--- src/hw/rtl/assert_macros.svh ---
// assertion helpers, compiled out when NO_ASSERTIONS is set
`ifndef ASSERT_MACROS_SVH
`define ASSERT_MACROS_SVH

`ifndef NO_ASSERTIONS

// checked on every rising edge while reset is released
`define ASSERT_SYNC(label, clk, rst_n, prop, msg) \
    label: assert property (@(posedge clk) disable iff (!(rst_n)) (prop)) else $error(msg);

// checked on every rising edge, reset included
`define ASSERT_ALWAYS(label, clk, prop, msg) \
    label: assert property (@(posedge clk) (prop)) else $error(msg);

`else

`define ASSERT_SYNC(label, clk, rst_n, prop, msg)

`define ASSERT_ALWAYS(label, clk, prop, msg)

`endif

`endif

--- src/hw/rtl/stc_pkg.sv ---
package stc_pkg;

    // timer ticks in one second
    localparam int TICKS_PER_SEC = 18;

    localparam int KEY_W     = 8;
    localparam int TICK_CNT_W = 5;
    localparam int CFG_IDX_W = 1;
    localparam int CFG_DATA_W = 8;

    // configuration register indexes
    localparam logic [CFG_IDX_W-1:0] CFG_RESET_KEY = 1'b0;
    localparam logic [CFG_IDX_W-1:0] CFG_PAUSE_KEY = 1'b1;

    localparam logic [KEY_W-1:0] RESET_KEY_DEFAULT = 8'd48;
    localparam logic [KEY_W-1:0] PAUSE_KEY_DEFAULT = 8'd43;

    // digit tops
    localparam logic [3:0] ONES_TOP = 4'd9;
    localparam logic [2:0] TENS_TOP = 3'd5;
    localparam logic [3:0] HOURS_TOP = 4'd9;

    typedef struct packed {
        logic [3:0] hours;
        logic [2:0] minutes_tens;
        logic [3:0] minutes_ones;
        logic [2:0] seconds_tens;
        logic [3:0] seconds_ones;
        logic [3:0] tenths;
    } t_digits;

    typedef logic [2**TICK_CNT_W-1:0][3:0] t_tenths_tab;

    // tick count to tenths digit, worked out at elaboration
    function automatic t_tenths_tab build_tenths_tab();
        t_tenths_tab tab;
        for (int i = 0; i < 2**TICK_CNT_W; i++) begin
            tab[i] = 4'((i * 10) / TICKS_PER_SEC);
        end
        return tab;
    endfunction

    localparam t_tenths_tab TENTHS_TAB = build_tenths_tab();

endpackage

--- src/hw/rtl/stc_if.sv ---
// request channel: one tick flag and one key code
interface stc_in_if;
    logic       valid;
    logic       ready;
    logic       tick;
    logic [7:0] key;

    modport source (output valid, output tick, output key, input ready);
    modport sink   (input valid, input tick, input key, output ready);
endinterface

// result channel: the digits and the run flag after each request
interface stc_out_if;
    logic       valid;
    logic       ready;
    logic [3:0] hours;
    logic [2:0] minutes_tens;
    logic [3:0] minutes_ones;
    logic [2:0] seconds_tens;
    logic [3:0] seconds_ones;
    logic [3:0] tenths;
    logic       running;

    modport source (output valid, output hours, output minutes_tens, output minutes_ones,
                    output seconds_tens, output seconds_ones, output tenths,
                    output running, input ready);
    modport sink   (input valid, input hours, input minutes_tens, input minutes_ones,
                    input seconds_tens, input seconds_ones, input tenths,
                    input running, output ready);
endinterface

--- src/hw/rtl/stopwatch_tenths_counter.sv ---
// channel   | direction | payload
// ----------+-----------+----------------------------------------------------
// i_req     | in        | tick (1), key (8)
// o_res     | out       | hours, minutes tens/ones, seconds tens/ones, tenths,
//           |           | running
// i_cfg_*   | in        | write port: reset_key (index 0), pause_key (index 1)
//
// one request per cycle while i_req.ready is high; the state update and digit
// carry finish in the cycle the request is taken; the result reaches o_res via
// the result register plus a one-entry skid stage, which let a request in while a
// result waits; i_req.ready drops only when both are full
// synchronous active-low reset clears the counters, the key codes to their
// defaults and both result stages; i_req.ready is low during reset
`include "assert_macros.svh"

module stopwatch_tenths_counter (
    input  logic                              i_clk,
    input  logic                              i_rst_n,
    stc_in_if.sink                            i_req,
    stc_out_if.source                         o_res,
    input  logic                              i_cfg_we,
    input  logic [stc_pkg::CFG_IDX_W-1:0]     i_cfg_idx,
    input  logic [stc_pkg::CFG_DATA_W-1:0]    i_cfg_data
);

    // key code registers
    logic [stc_pkg::KEY_W-1:0] r_reset_key;
    logic [stc_pkg::KEY_W-1:0] r_pause_key;

    // stopwatch state
    logic                           r_paused, n_paused;
    logic [stc_pkg::TICK_CNT_W-1:0] r_tick_cnt, n_tick_cnt;
    stc_pkg::t_digits               r_dig, n_dig;

    // result register and skid stage
    logic             r_out_v, r_skid_v;
    stc_pkg::t_digits r_out_dig, r_skid_dig;
    logic             r_out_run, r_skid_run;

    logic                         req_acc;
    logic                         res_take;
    logic [stc_pkg::TICK_CNT_W:0] tick_next;

    assign i_req.ready = i_rst_n && !r_skid_v;
    assign req_acc     = i_req.valid && i_req.ready;
    assign res_take    = r_out_v && o_res.ready;

    // configuration writes
    always_ff @(posedge i_clk) begin
        if (!i_rst_n) begin
            r_reset_key <= stc_pkg::RESET_KEY_DEFAULT;
            r_pause_key <= stc_pkg::PAUSE_KEY_DEFAULT;
        end else if (i_cfg_we) begin
            unique case (i_cfg_idx)
                stc_pkg::CFG_RESET_KEY: r_reset_key <= i_cfg_data;
                stc_pkg::CFG_PAUSE_KEY: r_pause_key <= i_cfg_data;
            endcase
        end
    end

    // next state: tick first, then the key
    always_comb begin
        n_paused   = r_paused;
        n_tick_cnt = r_tick_cnt;
        n_dig      = r_dig;
        tick_next  = {1'b0, r_tick_cnt} + 1'b1;

        if (!r_paused && i_req.tick) begin
            if (tick_next >= (stc_pkg::TICK_CNT_W + 1)'(stc_pkg::TICKS_PER_SEC)) begin
                // full second: clear tenths and ripple the carry upward
                n_tick_cnt   = '0;
                n_dig.tenths = '0;
                if (r_dig.seconds_ones < stc_pkg::ONES_TOP) begin
                    n_dig.seconds_ones = r_dig.seconds_ones + 1'b1;
                end else begin
                    n_dig.seconds_ones = '0;
                    if (r_dig.seconds_tens < stc_pkg::TENS_TOP) begin
                        n_dig.seconds_tens = r_dig.seconds_tens + 1'b1;
                    end else begin
                        n_dig.seconds_tens = '0;
                        if (r_dig.minutes_ones < stc_pkg::ONES_TOP) begin
                            n_dig.minutes_ones = r_dig.minutes_ones + 1'b1;
                        end else begin
                            n_dig.minutes_ones = '0;
                            if (r_dig.minutes_tens < stc_pkg::TENS_TOP) begin
                                n_dig.minutes_tens = r_dig.minutes_tens + 1'b1;
                            end else begin
                                n_dig.minutes_tens = '0;
                                // hours wrap back to zero after nine
                                if (r_dig.hours < stc_pkg::HOURS_TOP) begin
                                    n_dig.hours = r_dig.hours + 1'b1;
                                end else begin
                                    n_dig.hours = '0;
                                end
                            end
                        end
                    end
                end
            end else begin
                n_tick_cnt   = tick_next[stc_pkg::TICK_CNT_W-1:0];
                n_dig.tenths = stc_pkg::TENTHS_TAB[tick_next[stc_pkg::TICK_CNT_W-1:0]];
            end
        end

        // reset key wins when both codes match
        if (i_req.key == r_reset_key) begin
            n_dig    = '0;
            n_paused = 1'b1;
        end else if (i_req.key == r_pause_key) begin
            n_paused = !r_paused;
        end
    end

    always_ff @(posedge i_clk) begin
        if (!i_rst_n) begin
            r_paused   <= 1'b0;
            r_tick_cnt <= '0;
            r_dig      <= '0;
        end else if (req_acc) begin
            r_paused   <= n_paused;
            r_tick_cnt <= n_tick_cnt;
            r_dig      <= n_dig;
        end
    end

    // result register with skid stage behind it
    always_ff @(posedge i_clk) begin
        if (!i_rst_n) begin
            r_out_v  <= 1'b0;
            r_skid_v <= 1'b0;
        end else begin
            if (req_acc) begin
                if (!r_out_v || res_take) begin
                    r_out_v <= 1'b1;
                end else begin
                    r_skid_v <= 1'b1;
                end
            end else if (res_take) begin
                if (r_skid_v) begin
                    r_skid_v <= 1'b0;
                end else begin
                    r_out_v <= 1'b0;
                end
            end
        end
    end

    always_ff @(posedge i_clk) begin
        if (req_acc) begin
            if (!r_out_v || res_take) begin
                r_out_dig <= n_dig;
                r_out_run <= !n_paused;
            end else begin
                r_skid_dig <= n_dig;
                r_skid_run <= !n_paused;
            end
        end else if (res_take && r_skid_v) begin
            r_out_dig <= r_skid_dig;
            r_out_run <= r_skid_run;
        end
    end

    assign o_res.valid        = r_out_v;
    assign o_res.hours        = r_out_dig.hours;
    assign o_res.minutes_tens = r_out_dig.minutes_tens;
    assign o_res.minutes_ones = r_out_dig.minutes_ones;
    assign o_res.seconds_tens = r_out_dig.seconds_tens;
    assign o_res.seconds_ones = r_out_dig.seconds_ones;
    assign o_res.tenths       = r_out_dig.tenths;
    assign o_res.running      = r_out_run;

    // skid only fills behind a held result
    `ASSERT_SYNC(a_skid_behind_out, i_clk, i_rst_n, r_skid_v |-> r_out_v, "skid full with result register empty")
    // tens digits, hours and tick count stay in range
    `ASSERT_SYNC(a_digit_range, i_clk, i_rst_n, (r_dig.seconds_tens <= stc_pkg::TENS_TOP) && (r_dig.minutes_tens <= stc_pkg::TENS_TOP) && (r_dig.hours <= stc_pkg::HOURS_TOP), "digit out of range")
    `ASSERT_SYNC(a_tick_range, i_clk, i_rst_n, r_tick_cnt < stc_pkg::TICK_CNT_W'(stc_pkg::TICKS_PER_SEC), "tick count at or above limit")
    // reset key leaves the watch paused with cleared digits
    `ASSERT_SYNC(a_reset_key, i_clk, i_rst_n, (req_acc && (i_req.key == r_reset_key)) |=> (r_paused && (r_dig == '0)), "reset key did not clear and pause")

endmodule
--- src/flat_wrapper.sv ---
// flat-port wrapper written by rule: the top's interface ports become plain ports
module stopwatch_tenths_counter_flat 
  (i_clk, i_rst_n, i_cfg_we, i_cfg_idx, i_cfg_data, i_req_valid, i_req_tick, i_req_key, i_req_ready, o_res_valid, o_res_hours, o_res_minutes_tens, o_res_minutes_ones, o_res_seconds_tens, o_res_seconds_ones, o_res_tenths, o_res_running, o_res_ready);
  stc_in_if i_req_i ();
  stc_out_if o_res_i ();
  input  logic i_clk;
  input  logic i_rst_n;
  input  logic i_cfg_we;
  input  logic [stc_pkg::CFG_IDX_W-1:0] i_cfg_idx;
  input  logic [stc_pkg::CFG_DATA_W-1:0] i_cfg_data;
  input wire logic [$bits(i_req_i.valid)-1:0] i_req_valid;
  input wire logic [$bits(i_req_i.tick)-1:0] i_req_tick;
  input wire logic [$bits(i_req_i.key)-1:0] i_req_key;
  output wire logic [$bits(i_req_i.ready)-1:0] i_req_ready;
  output wire logic [$bits(o_res_i.valid)-1:0] o_res_valid;
  output wire logic [$bits(o_res_i.hours)-1:0] o_res_hours;
  output wire logic [$bits(o_res_i.minutes_tens)-1:0] o_res_minutes_tens;
  output wire logic [$bits(o_res_i.minutes_ones)-1:0] o_res_minutes_ones;
  output wire logic [$bits(o_res_i.seconds_tens)-1:0] o_res_seconds_tens;
  output wire logic [$bits(o_res_i.seconds_ones)-1:0] o_res_seconds_ones;
  output wire logic [$bits(o_res_i.tenths)-1:0] o_res_tenths;
  output wire logic [$bits(o_res_i.running)-1:0] o_res_running;
  input wire logic [$bits(o_res_i.ready)-1:0] o_res_ready;
  assign i_req_i.valid = i_req_valid;
  assign i_req_i.tick = i_req_tick;
  assign i_req_i.key = i_req_key;
  assign i_req_ready = i_req_i.ready;
  assign o_res_valid = o_res_i.valid;
  assign o_res_hours = o_res_i.hours;
  assign o_res_minutes_tens = o_res_i.minutes_tens;
  assign o_res_minutes_ones = o_res_i.minutes_ones;
  assign o_res_seconds_tens = o_res_i.seconds_tens;
  assign o_res_seconds_ones = o_res_i.seconds_ones;
  assign o_res_tenths = o_res_i.tenths;
  assign o_res_running = o_res_i.running;
  assign o_res_i.ready = o_res_ready;
  stopwatch_tenths_counter u_core (.i_clk(i_clk), .i_rst_n(i_rst_n), .i_req(i_req_i), .o_res(o_res_i), .i_cfg_we(i_cfg_we), .i_cfg_idx(i_cfg_idx), .i_cfg_data(i_cfg_data));
endmodule
--- config.mk ---
export PLATFORM = sky130hd
export DESIGN_NAME = stopwatch_tenths_counter_flat
export DESIGN_NICKNAME = d
export VERILOG_FILES = /design/src/hw/rtl/stc_pkg.sv /design/src/hw/rtl/stc_if.sv /design/src/hw/rtl/stopwatch_tenths_counter.sv /design/src/flat_wrapper.sv
export VERILOG_INCLUDE_DIRS = /design/src /design/src/hw/rtl
export SDC_FILE = /design/constraint.sdc
export NUM_CORES = 1
export LEC_CHECK = 0
export ABC_AREA = 1
export BUFFER_PORTS_ARGS = -buffer_cell sky130_fd_sc_hd__buf_2
export CORE_ASPECT_RATIO = 0.8
export CORE_UTILIZATION = 59
export CTS_CLUSTER_SIZE = 16
export DETAILED_ROUTE_END_ITERATION = 8
export PLACE_DENSITY = 0.84
export SETUP_SLACK_MARGIN = 0.02
export SLEW_MARGIN = 20
export SYNTH_ARGS = -nofsm -noshare
export SYNTH_HDL_FRONTEND = slang
export SYNTH_SLANG_ARGS = --single-unit
--- constraint.sdc ---
create_clock -name i_clk -period 2.7 [get_ports i_clk]
set_clock_uncertainty 0.2 [all_clocks]
set_input_delay 0.135 -clock i_clk [delete_from_list [all_inputs] [get_ports i_clk]]
set_output_delay 0.135 -clock i_clk [all_outputs]
set_load 0.005 [all_outputs]
-- Word level (Yosys, flattened, before mapping)
Memory sizes are Yosys's and may differ from the RTL's.
Cells that the tools add are included.
- add/sub/neg operators: 6
- magnitude comparators: 7
- eq/ne operators: 5
- muxes and demuxes: 30
- bitwise logic cells: 2
- reductions and logical operators: 19
- operator list (operator ; count):
    two-way mux 22 bit ; 5
    two-way mux 4 bit ; 6
    two-way mux 18 bit ; 1
    equality test 8 bit ; 2
    two-way mux 14 bit ; 1
    adder 4 x 1 -> 4 bit (second input constant) ; 3
    < comparator 4 bit (second input constant) ; 3
    two-way mux 1 bit ; 12
    AND reduction 2 bit ; 6
    two-way mux 11 bit ; 1
    two-way mux 7 bit ; 1
    adder 3 x 1 -> 3 bit (second input constant) ; 2
    adder 5 x 1 -> 6 bit (second input constant) ; 1
    >= comparator 6 x 5 -> 1 bit (second input constant) ; 1
    < comparator 3 bit (second input constant) ; 2
    < comparator 5 x 6 -> 1 bit (second input constant) ; 1
    two-way mux 3 bit ; 2
    inequality test 2 bit (second input constant) ; 3
    logical AND 1 bit ; 5
    two-way mux 5 bit ; 1
    zero test 1 bit ; 4
    nonzero test 2 bit ; 2
    AND reduction 3 bit ; 1
    inverter 1 bit ; 2
    logical OR 1 bit ; 1
- bits in registers: 92
- bits in read-only memories: 128
- output and inout port bits: 25
- logic and storage cells: 96
- memories kept: 1
- memories (name ; words ; bits a word ; read ports ; clocked after Yosys merged registers in ; write ports ; RTL line ; text):
    (name not given) ; 32 ; 4 ; 1 ; 0 ; 0 ; stopwatch_tenths_counter.sv:101 ; n_dig.tenths = stc_pkg::TENTHS_TAB[tick_next[stc_pkg::TICK_CNT_W-1:0]];

-- Longest topological paths before layout
Gate-level depths: netlist of the first run.
- depth in word-level cells: 11
- gate-level depth with buffers: 15
- mapped depth without buffers: 15

-- Worst setup path after synthesis of the first run
No wires, ideal clock.
- path kind: register -> register
- start: reg u_core.r_skid_v
- end: reg u_core.r_out_dig (netlist bit u_core.o_res.hours[0]) (enable)
- library setup time: 0.403 ns
- data arrival time: 1.823 ns
- required time: 2.097 ns
- setup slack: 0.274 ns
- stages on the path, launching flop included: 7
- path buffers: 1
- path through: dfxtp_1 -> nor2_1 -> nand2_1 -> buf_2 -> nand2_1 -> inv_1 -> nor2_1
- cells in the longest elaborated chain, start to end: 5
- elaborated cells on any way between the ends: 7
- those cells by class: eq/ne (1); reduce/logical (6)
- ends and longest elaborated chain (element ; RTL line ; text):
    from (decl) ; stopwatch_tenths_counter.sv:36 ; logic r_out_v, r_skid_v;
    from (signal assigned) ; stopwatch_tenths_counter.sv:130 ; r_skid_v <= 1'b0;
    from (signal assigned) ; stopwatch_tenths_counter.sv:136 ; r_skid_v <= 1'b1;
    from (signal assigned) ; stopwatch_tenths_counter.sv:140 ; r_skid_v <= 1'b0;
    zero test 1 bit * ; stopwatch_tenths_counter.sv:44 ; assign i_req.ready = i_rst_n && !r_skid_v;
    logical AND 1 bit * ; stopwatch_tenths_counter.sv:44 ;
    net i_req_ready ; flat_wrapper.sv:14 ; output wire logic [$bits(i_req_i.ready)-1:0] i_req_ready;
    logical AND 1 bit * ; stopwatch_tenths_counter.sv:45 ; assign req_acc = i_req.valid && i_req.ready;
    inequality test 2 bit (no line) or nonzero test 2 bit (tied branches) ; -- ;
    AND reduction 2 bit (no line) * ; -- ;
    to (signal assigned) ; stopwatch_tenths_counter.sv:151 ; r_out_dig <= n_dig;
    to (signal assigned) ; stopwatch_tenths_counter.sv:158 ; r_out_dig <= r_skid_dig;
    to (decl) ; stopwatch_tenths_counter.sv:37 ; stc_pkg::t_digits r_out_dig, r_skid_dig;
Mark *: on every way through the listed nets, which the timed path passes. The rest lies on a longest branch.
A chain may end at the register's enable or synchronous reset.

-- Worst setup path in the final report of the first run
- start: reg u_core.r_tick_cnt[1] (netlist name)
- end: reg u_core.r_out_dig (netlist bit u_core.o_res.minutes_ones[3]) (data pin)
- cells in the longest elaborated chain, start to end: 7
- ends and longest elaborated chain (element ; RTL line ; text):
    from (decl) ; stopwatch_tenths_counter.sv:32 ; logic [stc_pkg::TICK_CNT_W-1:0] r_tick_cnt, n_tick_cnt;
    from (signal assigned) ; stopwatch_tenths_counter.sv:121 ; r_tick_cnt <= n_tick_cnt;
    adder 5 x 1 -> 6 bit ; stopwatch_tenths_counter.sv:66 ; tick_next = {1'b0, r_tick_cnt} + 1'b1;
    >= comparator 6 x 5 -> 1 bit ; stopwatch_tenths_counter.sv:69 ; if (tick_next >= (stc_pkg::TICK_CNT_W + 1)'(stc_pkg::TICKS_PER_SEC)) begin
    two-way mux 18 bit ; stopwatch_tenths_counter.sv:69 ;
    two-way mux 22 bit ; stopwatch_tenths_counter.sv:68 ; if (!r_paused && i_req.tick) begin
    two-way mux 22 bit ; stopwatch_tenths_counter.sv:106 ; if (i_req.key == r_reset_key) begin
    two-way mux 22 bit ; stopwatch_tenths_counter.sv:150 ; if (!r_out_v || res_take) begin
    two-way mux 22 bit ; stopwatch_tenths_counter.sv:149 ; if (req_acc) begin
Every way passes these cells. The select of a mux whose other input is x is not followed.

==> metrics.md, run 1 <==
| Metric | Value |
|---|---|
| Status | finished clean |
| First-pass GRT wire length | 16700 microns |
| Detail Route Antenna Nets | 0 |
| Vias in the first global route | 3692 |
| Final setup fails | 0 |
| Max_slew headroom | 0.585 |
| Global Route Usage Sum | 0.266 |
| Layout Nets | 662 |
| Number of synthesized flops with an enable pin | 46 |
| Area delta synth->final | 16.3% |
| Startpoint Class | flip-flop |
| Mapped Cells | 554 |
| Clk sink count | 92 |
| # rows | 28 |
| Synthesized area per cell | 8.28 sq um |
| Multi-input logic area | 2030 sq um |
| Min-delay src | i_req_valid |
| Peak supply drop | 289 uV |
| Ports | 48 |
| CTS tree | done |
| Period Utilization, post-route | 0.913 |
| Final hold violations | 0 |
| Ys async rst share | 0 |
| Yosys cell types | 38 |
| Routed wire length per instance | 13.8 microns |
| Clk Latency, worst-skew pair | 0.37 ns |
| Cell Pwr Density | 480 nW/um^2 |
| Initial Util | 0.615 |
| Largest net degree at the start of global routing | 31 |
| Worst flop-to-flop path endpoint | u_core.o_res.minutes_ones[3]$_DFFE_PP_ |
| Vias per inst | 5.36 |
| Hold endpoint | u_core.o_res.valid$_SDFFE_PN0P_ |
| Core Area | 7460 sq um |
| Critical path class | flip-flop to flip-flop |
| Grt ovf | 0 |
| CTS Buf Count | 9 |
| PortBufs | 47 |
| Sequential area share after synthesis | 0.502 |
| Max-slew violation count | 0 |
| Fmax | 406 MHz |
| Adder-cell share of the synthesized area | 0.0409 |
| Hold Path Class | primary input to flip-flop |
| Mapped Area | 4590 sq um |
| H-tree depth | 3 |
| CP required | 2.63 ns |
| DIE WIDTH | 101 microns |
| Mux contribution to synthesized area | 0 |
| Clock Pin Slew Worst Setup and Hold Paths | 0.09 ns |
| Main combinational cell family by area after synthesis | simple AND/OR/NAND/NOR gates |
| Post-DP Area | 4940 sq um |
| Diode count | 0 |
| Final setup TNS | 0 ns |
| Launch point of the worst reg-to-reg path | u_core.r_tick_cnt[1]$_SDFFE_PN0P_ |
| Final Critical Period | 2.46 ns |
| Router iterations before antenna repair | 5 |
| Synth Area in XOR/XNOR | 0.0248 |
| Synth Register Bits | 92 |
| RSZ-0062 raised after global routing | false |
| DRT Wirelength | 10100 microns |
| CP endpoint kind | flip-flop |
| DIE AREA | 8140 sq um |
| Clk buf depth | 2 |
| Post-Synth Simple-Gate Area | 0.277 |
| Internal reg-to-reg setup slack | 0.24 ns |
| Worst r2r path cells | 15 |
| Leak | 2.32 nW |
| Power, Total | 0.00256 W |
| Synthesized Nets | 592 |
| Worst Path Max Fanout | 7 |
| Pre-CTS WS | 0.0831 ns |
| Synth Area in Compound Gates | 0.0938 |
| Max cap viols | 0 |
| Iter 0 DRT Violations | 282 |
| Fill cells | 578 |
| Share of cells above drive strength 1 | 0.170 |
| Via Count | 3931 |
| CTS Root Cell | clkbuf_8 |
| Hold path cells | 5 |
| Post-DP HPWL | 6920 microns |
| Worst setup margin | 0.236 ns |
| Routability Congestion | 0.913 |
| Register area | 2310 sq um |
| Die Y | 80.9 microns |
| Ys flop type | edfxtp_1 |
| Worst Max-Slew Pin Slew | 0.617 ns |
| Yosys warnings | 0 |
| DRC violations left | 0 |
| Initial antenna violation count | 0 |
| Final instance area | 5340 sq um |
| Critical path arrival | 2.39 ns |
flip-flops by register name, indices dropped and copies added (netlist names):
register / cells
u_core.r_skid_run: 1
u_core.o_res.seconds_tens: 3
u_core.o_res.minutes_tens: 3
u_core.o_res.seconds_ones: 4
u_core.r_dig: 22
u_core.o_res.running: 1
u_core.o_res.tenths: 4
u_core.r_paused: 1
u_core.r_tick_cnt: 5
u_core.r_reset_key: 8
u_core.r_skid_dig: 22
u_core.o_res.valid: 1
u_core.r_pause_key: 8
u_core.o_res.minutes_ones: 4
u_core.o_res.hours: 4
u_core.r_skid_v: 1
cell type report:
type | count | share of cell area
flip-flops and latches | 92 | 0.433
repair buffers | 74 | 0.0910
well taps | 105 | 0.0246
clock inverters | 6 | 0.00797
clock buffers | 10 | 0.0239
multi-input cells | 391 | 0.380
inverters | 56 | 0.0396
cell usage in the layout (no fill, tap or decap), types with 3 or more instances in the layout:
| master | instances |
|---|---|
| clkinv_2 | 3 |
| dfxtp_1 | 44 |
| and3_1 | 5 |
| xnor2_1 | 5 |
| nand4_1 | 16 |
| nor2_2 | 7 |
| buf_4 | 8 |
| inv_1 | 49 |
| edfxtp_1 | 46 |
| a21oi_1 | 35 |
| nor2_1 | 47 |
| xor2_1 | 8 |
| nand2_4 | 4 |
| buf_2 | 47 |
| o21ai_0 | 24 |
| nand2_1 | 161 |
| or2_2 | 4 |
| inv_2 | 4 |
| nor3_1 | 3 |
| a21oi_2 | 4 |
| dlygate4sd3_1 | 19 |
| ha_1 | 13 |
| clkbuf_8 | 9 |
| nand3_1 | 30 |
| nand2_2 | 4 |
power by group:
| group | internal [W] | switching (W) | leakage (nW) |
|---|---|---|---|
| combinational | 0.0000925 | 0.000134 | 1.43 |
| sequential | 0.00150 | 0.0000190 | 0.812 |
| clock | 0.000334 | 0.000488 | 0.0822 |
| total | 0.00192 | 0.000641 | 2.32 |
cell families (layout without fill, tap and decap cells):
kind of cell / Yosys count / in the layout
simple gates: 288 / 288
flops: 92 / 92
compound gates: 75 / 75
buf+inv: 71 / 146
fa+ha+maj: 15 / 15
xor+xnor: 13 / 13
per-stage QoR:
stage               instances   util  hold slack [ns]
floorplan                 554      -           0.0482
finish                    734  0.715           0.0168
CTS                       733  0.711          0.00736
global route              734  0.715           0.0730
global placement          698  0.662            0.152
detailed placement        698  0.662            0.157
worst max-delay path: stages (launching register included):
cell,delay (ns)
dfxtp_4,0.39
ha_2,0.21
inv_1,0.07
ha_4,0.29
nand2_1,0.07
nor2_1,0.12
nand3_1,0.09
nand2_1,0.11
nand2_4,0.09
buf_4,0.18
nand2_2,0.08
nor2_4,0.05
nand2_1,0.08
nand2_1,0.06
nand4_1,0.09
nand2_1,0.06
how the worst max path moves through the flow:
stage,startpoint,to,slack (ns)
after floorplan,u_core.r_skid_v$_SDFFE_PN0P_,u_core.o_res.hours[0]$_DFFE_PP_,0.27
after global placement,u_core.r_tick_cnt[1]$_SDFFE_PN0P_,u_core.o_res.hours[2]$_DFFE_PP_,0.17
after detailed placement,u_core.r_tick_cnt[1]$_SDFFE_PN0P_,u_core.o_res.hours[2]$_DFFE_PP_,0.08
after CTS,u_core.r_tick_cnt[1]$_SDFFE_PN0P_,u_core.o_res.hours[2]$_DFFE_PP_,0.07
after global routing,u_core.r_tick_cnt[1]$_SDFFE_PN0P_,u_core.o_res.minutes_ones[3]$_DFFE_PP_,0.01
final,u_core.r_tick_cnt[1]$_SDFFE_PN0P_,u_core.o_res.minutes_ones[3]$_DFFE_PP_,0.24
layer usage:
metal  global-route usage  up-vias  share of wire
met5                    0        -              0
met4               0.0957        0          0.015
met3               0.0645       13          0.056
met2                0.455      121           0.48
met1                0.331     1833           0.45
li1                     -     1964              -
cell usage after synthesis (4+ instances only):
cell / number / share of area
nand2_1: 161 / 0.13
inv_1: 49 / 0.040
nor2_1: 49 / 0.040
dfxtp_1: 46 / 0.20
edfxtp_1: 46 / 0.30
a21oi_1: 35 / 0.038
nand3_1: 30 / 0.033
o21ai_0: 24 / 0.026
nand4_1: 16 / 0.022
ha_1: 15 / 0.041
clkbuf_1: 8 / 0.0065
xor2_1: 8 / 0.015
buf_2: 6 / 0.0065
and3_1: 5 / 0.0068
nand2_2: 5 / 0.0068
nor2_2: 5 / 0.0068
xnor2_1: 5 / 0.0095
a21oi_2: 4 / 0.0076
inv_2: 4 / 0.0033
or2_2: 4 / 0.0055
what timing repair did:
item	in CTS	in global routing
endpoints found under the hold margin	18	0
setup buffers	0	1
hold buffers	19	0
resized for setup	0	7
endpoints found under the setup margin	0	51
No activity file was read; power rests on OpenSTA's default activity.
==> run 2, diff against run 1 <==
PLACE_DENSITY = 0.78   (was 0.84)
SETUP_SLACK_MARGIN = 0.3   (was 0.02)
==> run 2 against run 1 <==
- worst setup slack gained 0.11 ns
- critical endpoint is now u_core.o_res.tenths[1]$_DFFE_PP_
- combinational power rose by 6%
- utilization rose by 3.1 points
==> metrics.md, run 2 (synthesis results as in run 1) <==
| Metric | Value |
|---|---|
| Clk sink count | 92 (unchanged) |
| H-tree depth | 3 (unchanged) |
| RSZ-0062 raised after global routing | true |
| Most frequent cells in the layout | 158 x nand2_1, 47 x inv_1, 47 x buf_2, 46 x edfxtp_1, 44 x dfxtp_1 |
| Hold path cells | 4 (-1) |
| Leading cell type in the layout, fill and taps excluded | nand2_1 |
| CTS Root Cell | clkbuf_8 |
| Leak | 2.43 nW (+4.8%) |
| DRC violations left | 0 (unchanged) |
| Layout Nets | 668 (+0.91%) |
| Final setup fails | 0 (unchanged) |
| Clk buf depth | 2 (unchanged) |
| Clk Latency, worst-skew pair | 0.36 ns (about the same) |
| Vias in the first global route | 3747 (+1.5%) |
| Peak supply drop | 328 uV (+14%) |
| DIE AREA | 8140 sq um (unchanged) |
| Clock Pin Slew Worst Setup and Hold Paths | 0.09 ns (about the same) |
| Grt ovf | 0 (unchanged) |
| CTS Buf Count | 9 (unchanged) |
| Routed wire length per instance | 14.3 microns (+3.6%) |
| Critical path class | flip-flop to flip-flop |
| Final hold slack | 0.0166 ns (-0.000134 ns) |
| # rows | 28 (unchanged) |
| Critical path arrival | 2.38 ns (about the same) |
| Area delta synth->final | 21.4% |
| Core Area | 7460 sq um (unchanged) |
| Vias per inst | 5.48 (+2.3%) |
| Final hold violations | 0 (unchanged) |
| DRT Wirelength | 10600 microns (+4.4%) |
| Via Count | 4055 (+3.2%) |
| Max-slew violation count | 0 (unchanged) |
| Largest net degree at the start of global routing | 47 (+52%) |
| Fmax | 425 MHz (+4.8%) |
| Power, Total | 0.00295 W (+15%) |
| Initial antenna violation count | 0 (unchanged) |
| Diode count | 0 (unchanged) |
| Period Utilization, post-route | 0.871 (-0.0422) |
| Final Critical Period | 2.35 ns (-0.114 ns) |
| Max cap viols | 0 (unchanged) |
| Startpoint Class | flip-flop |
| Detail Route Antenna Nets | 0 (unchanged) |
| Fill cells | 536 (-7.3%) |
| Cell Pwr Density | 530 nW/um^2 (+10%) |
| PortBufs | 47 (unchanged) |
| Die Y | 80.9 microns (unchanged) |
| Worst Max-Slew Pin Slew | 0.749 ns (+0.133 ns) |
| Ports | 48 (unchanged) |
| Max_slew headroom | 0.500 (-0.0846) |
| Final setup TNS | 0 ns (unchanged) |
| CTS tree | done |
| Worst Path Max Fanout | 5 (-2) |
| Global Route Usage Sum | 0.272 (+0.00620) |
| CP required | 2.73 ns (+0.10 ns) |
| DIE WIDTH | 101 microns (unchanged) |
| Routability Congestion | 0.916 (+0.32%) |
| Router iterations before antenna repair | 5 (unchanged) |
| Status | finished clean |
| Initial Util | 0.615 (unchanged) |
| CP endpoint kind | flip-flop |
| Worst r2r path cells | 14 (-1) |
| Post-DP HPWL | 6540 microns (-5.6%) |
| First-pass GRT wire length | 17100 microns (+2.4%) |
| Hold Path Class | primary input to flip-flop |
| Top Registers | u_core.r_dig x22, u_core.r_skid_dig x22 |
| Share of cells above drive strength 1 | 0.205 (+0.0346) |
| Iter 0 DRT Violations | 244 (-13%) |
==> run 2: critical path, cell delays in order, from the launching register on <==
cell and delay, ns:
dfxtp_4 0.38, ha_4 0.16, inv_4 0.04, ha_4 0.28
nand2_4 0.06, nor2_4 0.09, nand3_2 0.10, nand2_4 0.11
nand2_8 0.08, buf_6 0.14, inv_4 0.05, nand2_2 0.03
o21bai_1 0.21, nand3_1 0.16, nand2_1 0.11
==> run 2: cell type report <==
cell class / instances / area, sq um / area share
Clock buffer: 10 / 128 / 0.0229
Clock inverter: 6 / 136 / 0.0245
Inverter: 56 / 219 / 0.0393
Multi-Input combinational cell: 392 / 2130 / 0.382
Sequential cell: 92 / 2310 / 0.415
Tap cell: 105 / 131 / 0.0236
Timing Repair Buffer: 79 / 522 / 0.0936
==> run 2: timing repair <==
| item | CTS | global route |
|---|---|---|
| hold buffers | 17 | 0 |
| gates resized for setup | 13 | 20 |
| endpoints found under the setup margin | 68 | 43 |
| pin swaps | 5 | 9 |
| gates cloned | 1 | 0 |
| endpoints found under the hold margin | 18 | 0 |
| buffers inserted | 5 | 2 |
==> run 2: power breakdown <==
part	internal [W]	switching, W
Combinational	0.0000977	0.000142
Clock	0.000710	0.000485
Sequential	0.00150	0.0000182
Total	0.00230	0.000646
==> run 2: worst paths after layout <==
check / endpoint / slack (ns) / startpoint
max reg2reg: u_core.o_res.tenths[1]$_DFFE_PP_ / 0.35 / u_core.r_tick_cnt[1]$_SDFFE_PN0P_
min reg2reg: u_core.r_dig[0]$_SDFFE_PN0P_ / 0.28 / u_core.r_dig[0]$_SDFFE_PN0P_
max: u_core.o_res.tenths[1]$_DFFE_PP_ / 0.35 / u_core.r_tick_cnt[1]$_SDFFE_PN0P_
min: u_core.r_reset_key[3]$_SDFFE_PN0P_ / 0.02 / i_cfg_idx
==> run 2: metrics by stage <==
step,std cells,setup WS (ns),utilization,area (sq um)
after floorplan,554,0.335,-,4590
after global placement,699,0.139,0.663,4950
after detailed placement,699,0.0136,0.663,4950
after CTS,738,0.301,0.736,5490
after global routing,740,0.197,0.747,5570
final,740,0.349,0.747,5570
==> run 2: per-layer routing <==
layer	up-vias	routed length [microns]	GRT usage
li1	1970	-	-
met1	1928	4730	0.347
met2	140	5200	0.466
met3	17	520	0.0551
met4	0	132	0.0957
met5	-	0	0
==> run 3, diff against run 2 <==
==> constraint.sdc (replaced) <==
create_clock -name i_clk -period 2.7 [get_ports i_clk]
set_clock_uncertainty 0.2 [all_clocks]
set_input_delay 0.27 -clock i_clk [delete_from_list [all_inputs] [get_ports i_clk]]
set_output_delay 0.27 -clock i_clk [all_outputs]
set_load 0.005 [all_outputs]
==> run 3 against run 2 <==
- routed wire length increased by 2.8%
- utilization decreased by 1.2 points
- via count decreased by 0.32%
- final cell count decreased by 0.41%
- maximum frequency decreased by 2.1%
==> metrics.md, run 3 (synthesis results as in run 1) <==
| Metric | Value |
|---|---|
| Leak | 2.38 nW (-2.3%) |
| DRC violations left | 0 (unchanged) |
| CTS Root Cell | clkbuf_8 |
| Area delta synth->final | 19.4% |
| Router iterations before antenna repair | 5 (unchanged) |
| Peak supply drop | 326 uV (-0.73%) |
| Top Registers | u_core.r_dig x22, u_core.r_skid_dig x22 |
| Global Route Usage Sum | 0.274 (+0.00136) |
| Final Critical Period | 2.40 ns (+0.0507 ns) |
| Worst Max-Slew Pin Slew | 0.664 ns (-0.0854 ns) |
| Core Area | 7460 sq um (unchanged) |
| DIE AREA | 8140 sq um (unchanged) |
| Max-slew violation count | 0 (unchanged) |
| Vias per inst | 5.48 (about the same) |
| Most frequent cells in the layout | 156 x nand2_1, 47 x buf_2, 46 x inv_1, 46 x edfxtp_1 |
| Clk Latency, worst-skew pair | 0.36 ns (about the same) |
| CTS Buf Count | 9 (unchanged) |
| Share of cells above drive strength 1 | 0.223 (+0.0184) |
| Critical path arrival | 2.49 ns (+0.11 ns) |
| RSZ-0062 raised after global routing | true |
| CTS tree | done |
| Iter 0 DRT Violations | 311 (+27%) |
| Min-delay src | i_cfg_data[7] |
| # rows | 28 (unchanged) |
| Clk sink count | 92 (unchanged) |
| Clock Pin Slew Worst Setup and Hold Paths | 0.09 ns (about the same) |
| Cell Pwr Density | 469 nW/um^2 (-11%) |
| Initial Util | 0.615 (unchanged) |
| Largest net degree at the start of global routing | 47 (unchanged) |
| Final hold violations | 0 (unchanged) |
| PortBufs | 47 (unchanged) |
| H-tree depth | 3 (unchanged) |
| Status | finished clean |
| Routability Congestion | 0.925 (+0.92%) |
| Routed wire length per instance | 14.8 microns (+3.2%) |
| Startpoint Class | flip-flop |
| Max cap viols | 0 (unchanged) |
| Fmax | 416 MHz (-2.1%) |
| Post-route insts no fill | 737 (-0.41%) |
| Worst r2r path cells | 15 (+1) |
| Ports | 48 (unchanged) |
| Period Utilization, post-route | 0.889 (+0.0188) |
| Via Count | 4042 (-0.32%) |
| Launch point of the worst reg-to-reg path | u_core.r_tick_cnt[0]$_SDFFE_PN0P_ |
| Critical path class | flip-flop to flip-flop |
| Die Y | 80.9 microns (unchanged) |
| CP endpoint kind | flip-flop |
| Layout Nets | 665 (-0.45%) |
| DRT Wirelength | 10900 microns (+2.8%) |
| Hold path cells | 3 (-1) |
| Grt ovf | 0 (unchanged) |
| DP Cell Count | 698 (-0.14%) |
| Max_slew headroom | 0.553 (+0.0528) |
| Worst Path Max Fanout | 5 (unchanged) |
| Detail Route Antenna Nets | 0 (unchanged) |
| Clk buf depth | 2 (unchanged) |
| CP required | 2.79 ns (+0.06 ns) |
| DIE WIDTH | 101 microns (unchanged) |
| Initial antenna violation count | 0 (unchanged) |
| Hold Path Class | primary input to flip-flop |
| Vias in the first global route | 3796 (+1.3%) |
| Post-DP HPWL | 6840 microns (+4.6%) |
| CP Launch Point | u_core.r_tick_cnt[0]$_SDFFE_PN0P_ |
| First-pass GRT wire length | 17200 microns (+0.44%) |
| Final setup fails | 0 (unchanged) |
| Final setup TNS | 0 ns (unchanged) |
| Leading cell type in the layout, fill and taps excluded | nand2_1 |
| Diode count | 0 (unchanged) |
==> run 3: where the power goes <==
| part | internal [W] | switching, W |
|---|---|---|
| combinational | 0.0000892 | 0.000143 |
| clock | 0.000333 | 0.000489 |
| sequential | 0.00150 | 0.0000186 |
==> run 3: routing by layer <==
layer | vias to the layer above | wire length [microns] | GRT usage
li1 | 1976 | - | -
met2 | 166 | 5250 | 0.457
met5 | - | 0 | 0
met4 | 0 | 153 | 0.107
met1 | 1884 | 4810 | 0.353
met3 | 16 | 667 | 0.0559
==> run 3: final timing paths <==
path | endpoint | slack, ns
max | u_core.r_dig[1]$_SDFFE_PN0P_ | 0.30
min | u_core.r_reset_key[7]$_SDFFE_PN0P_ | 0.04
max reg2reg | u_core.r_dig[1]$_SDFFE_PN0P_ | 0.30
min reg2reg | u_core.r_dig[2]$_SDFFE_PN0P_ | 0.27
==> run 3: final cells by class <==
type                            count  area, sq um
Clock buffer                       10          128
Inverter                           56          225
Sequential cell                    92         2310
Tap cell                          105          131
Clock inverter                      6         42.5
Fill cell                         536         1980
Multi-Input combinational cell    391         2140
Timing Repair Buffer               77          498
==> run 3: worst max-delay path, cell delays in order (launching register included) <==
cell	delay [ns]
dfxtp_4	0.39
ha_4	0.16
inv_4	0.04
ha_4	0.29
nand2_4	0.06
nor2_4	0.10
nand3_2	0.10
nand2_2	0.09
nand2_4	0.07
buf_6	0.13
buf_6	0.11
inv_4	0.05
nand2_2	0.04
o21bai_1	0.21
nand3_1	0.12
a21oi_1	0.16
==> run 3: what timing repair did <==
item | in CTS | in global routing
pin swaps | 8 | 16
gates resized for setup | 16 | 28
setup endpoints to repair | 68 | 63
hold buffers | 7 | 0
endpoints found under the hold margin | 13 | 0
buffers inserted | 7 | 9
==> run 3: per-stage QoR <==
step | area, sq um | util | hold slack, ns | total power, W | setup WS (ns)
global route | 5480 | 0.734 | 0.0575 | 0.00265 | 0.228
global placement | 4940 | 0.662 | 0.251 | 0.00174 | 0.128
floorplan | 4590 | - | 0.183 | 0.00167 | 0.335
CTS | 5320 | 0.712 | 0.0146 | 0.00257 | 0.304
detailed placement | 4940 | 0.662 | 0.266 | 0.00175 | 0.0212
finish | 5480 | 0.734 | 0.0373 | 0.00257 | 0.299
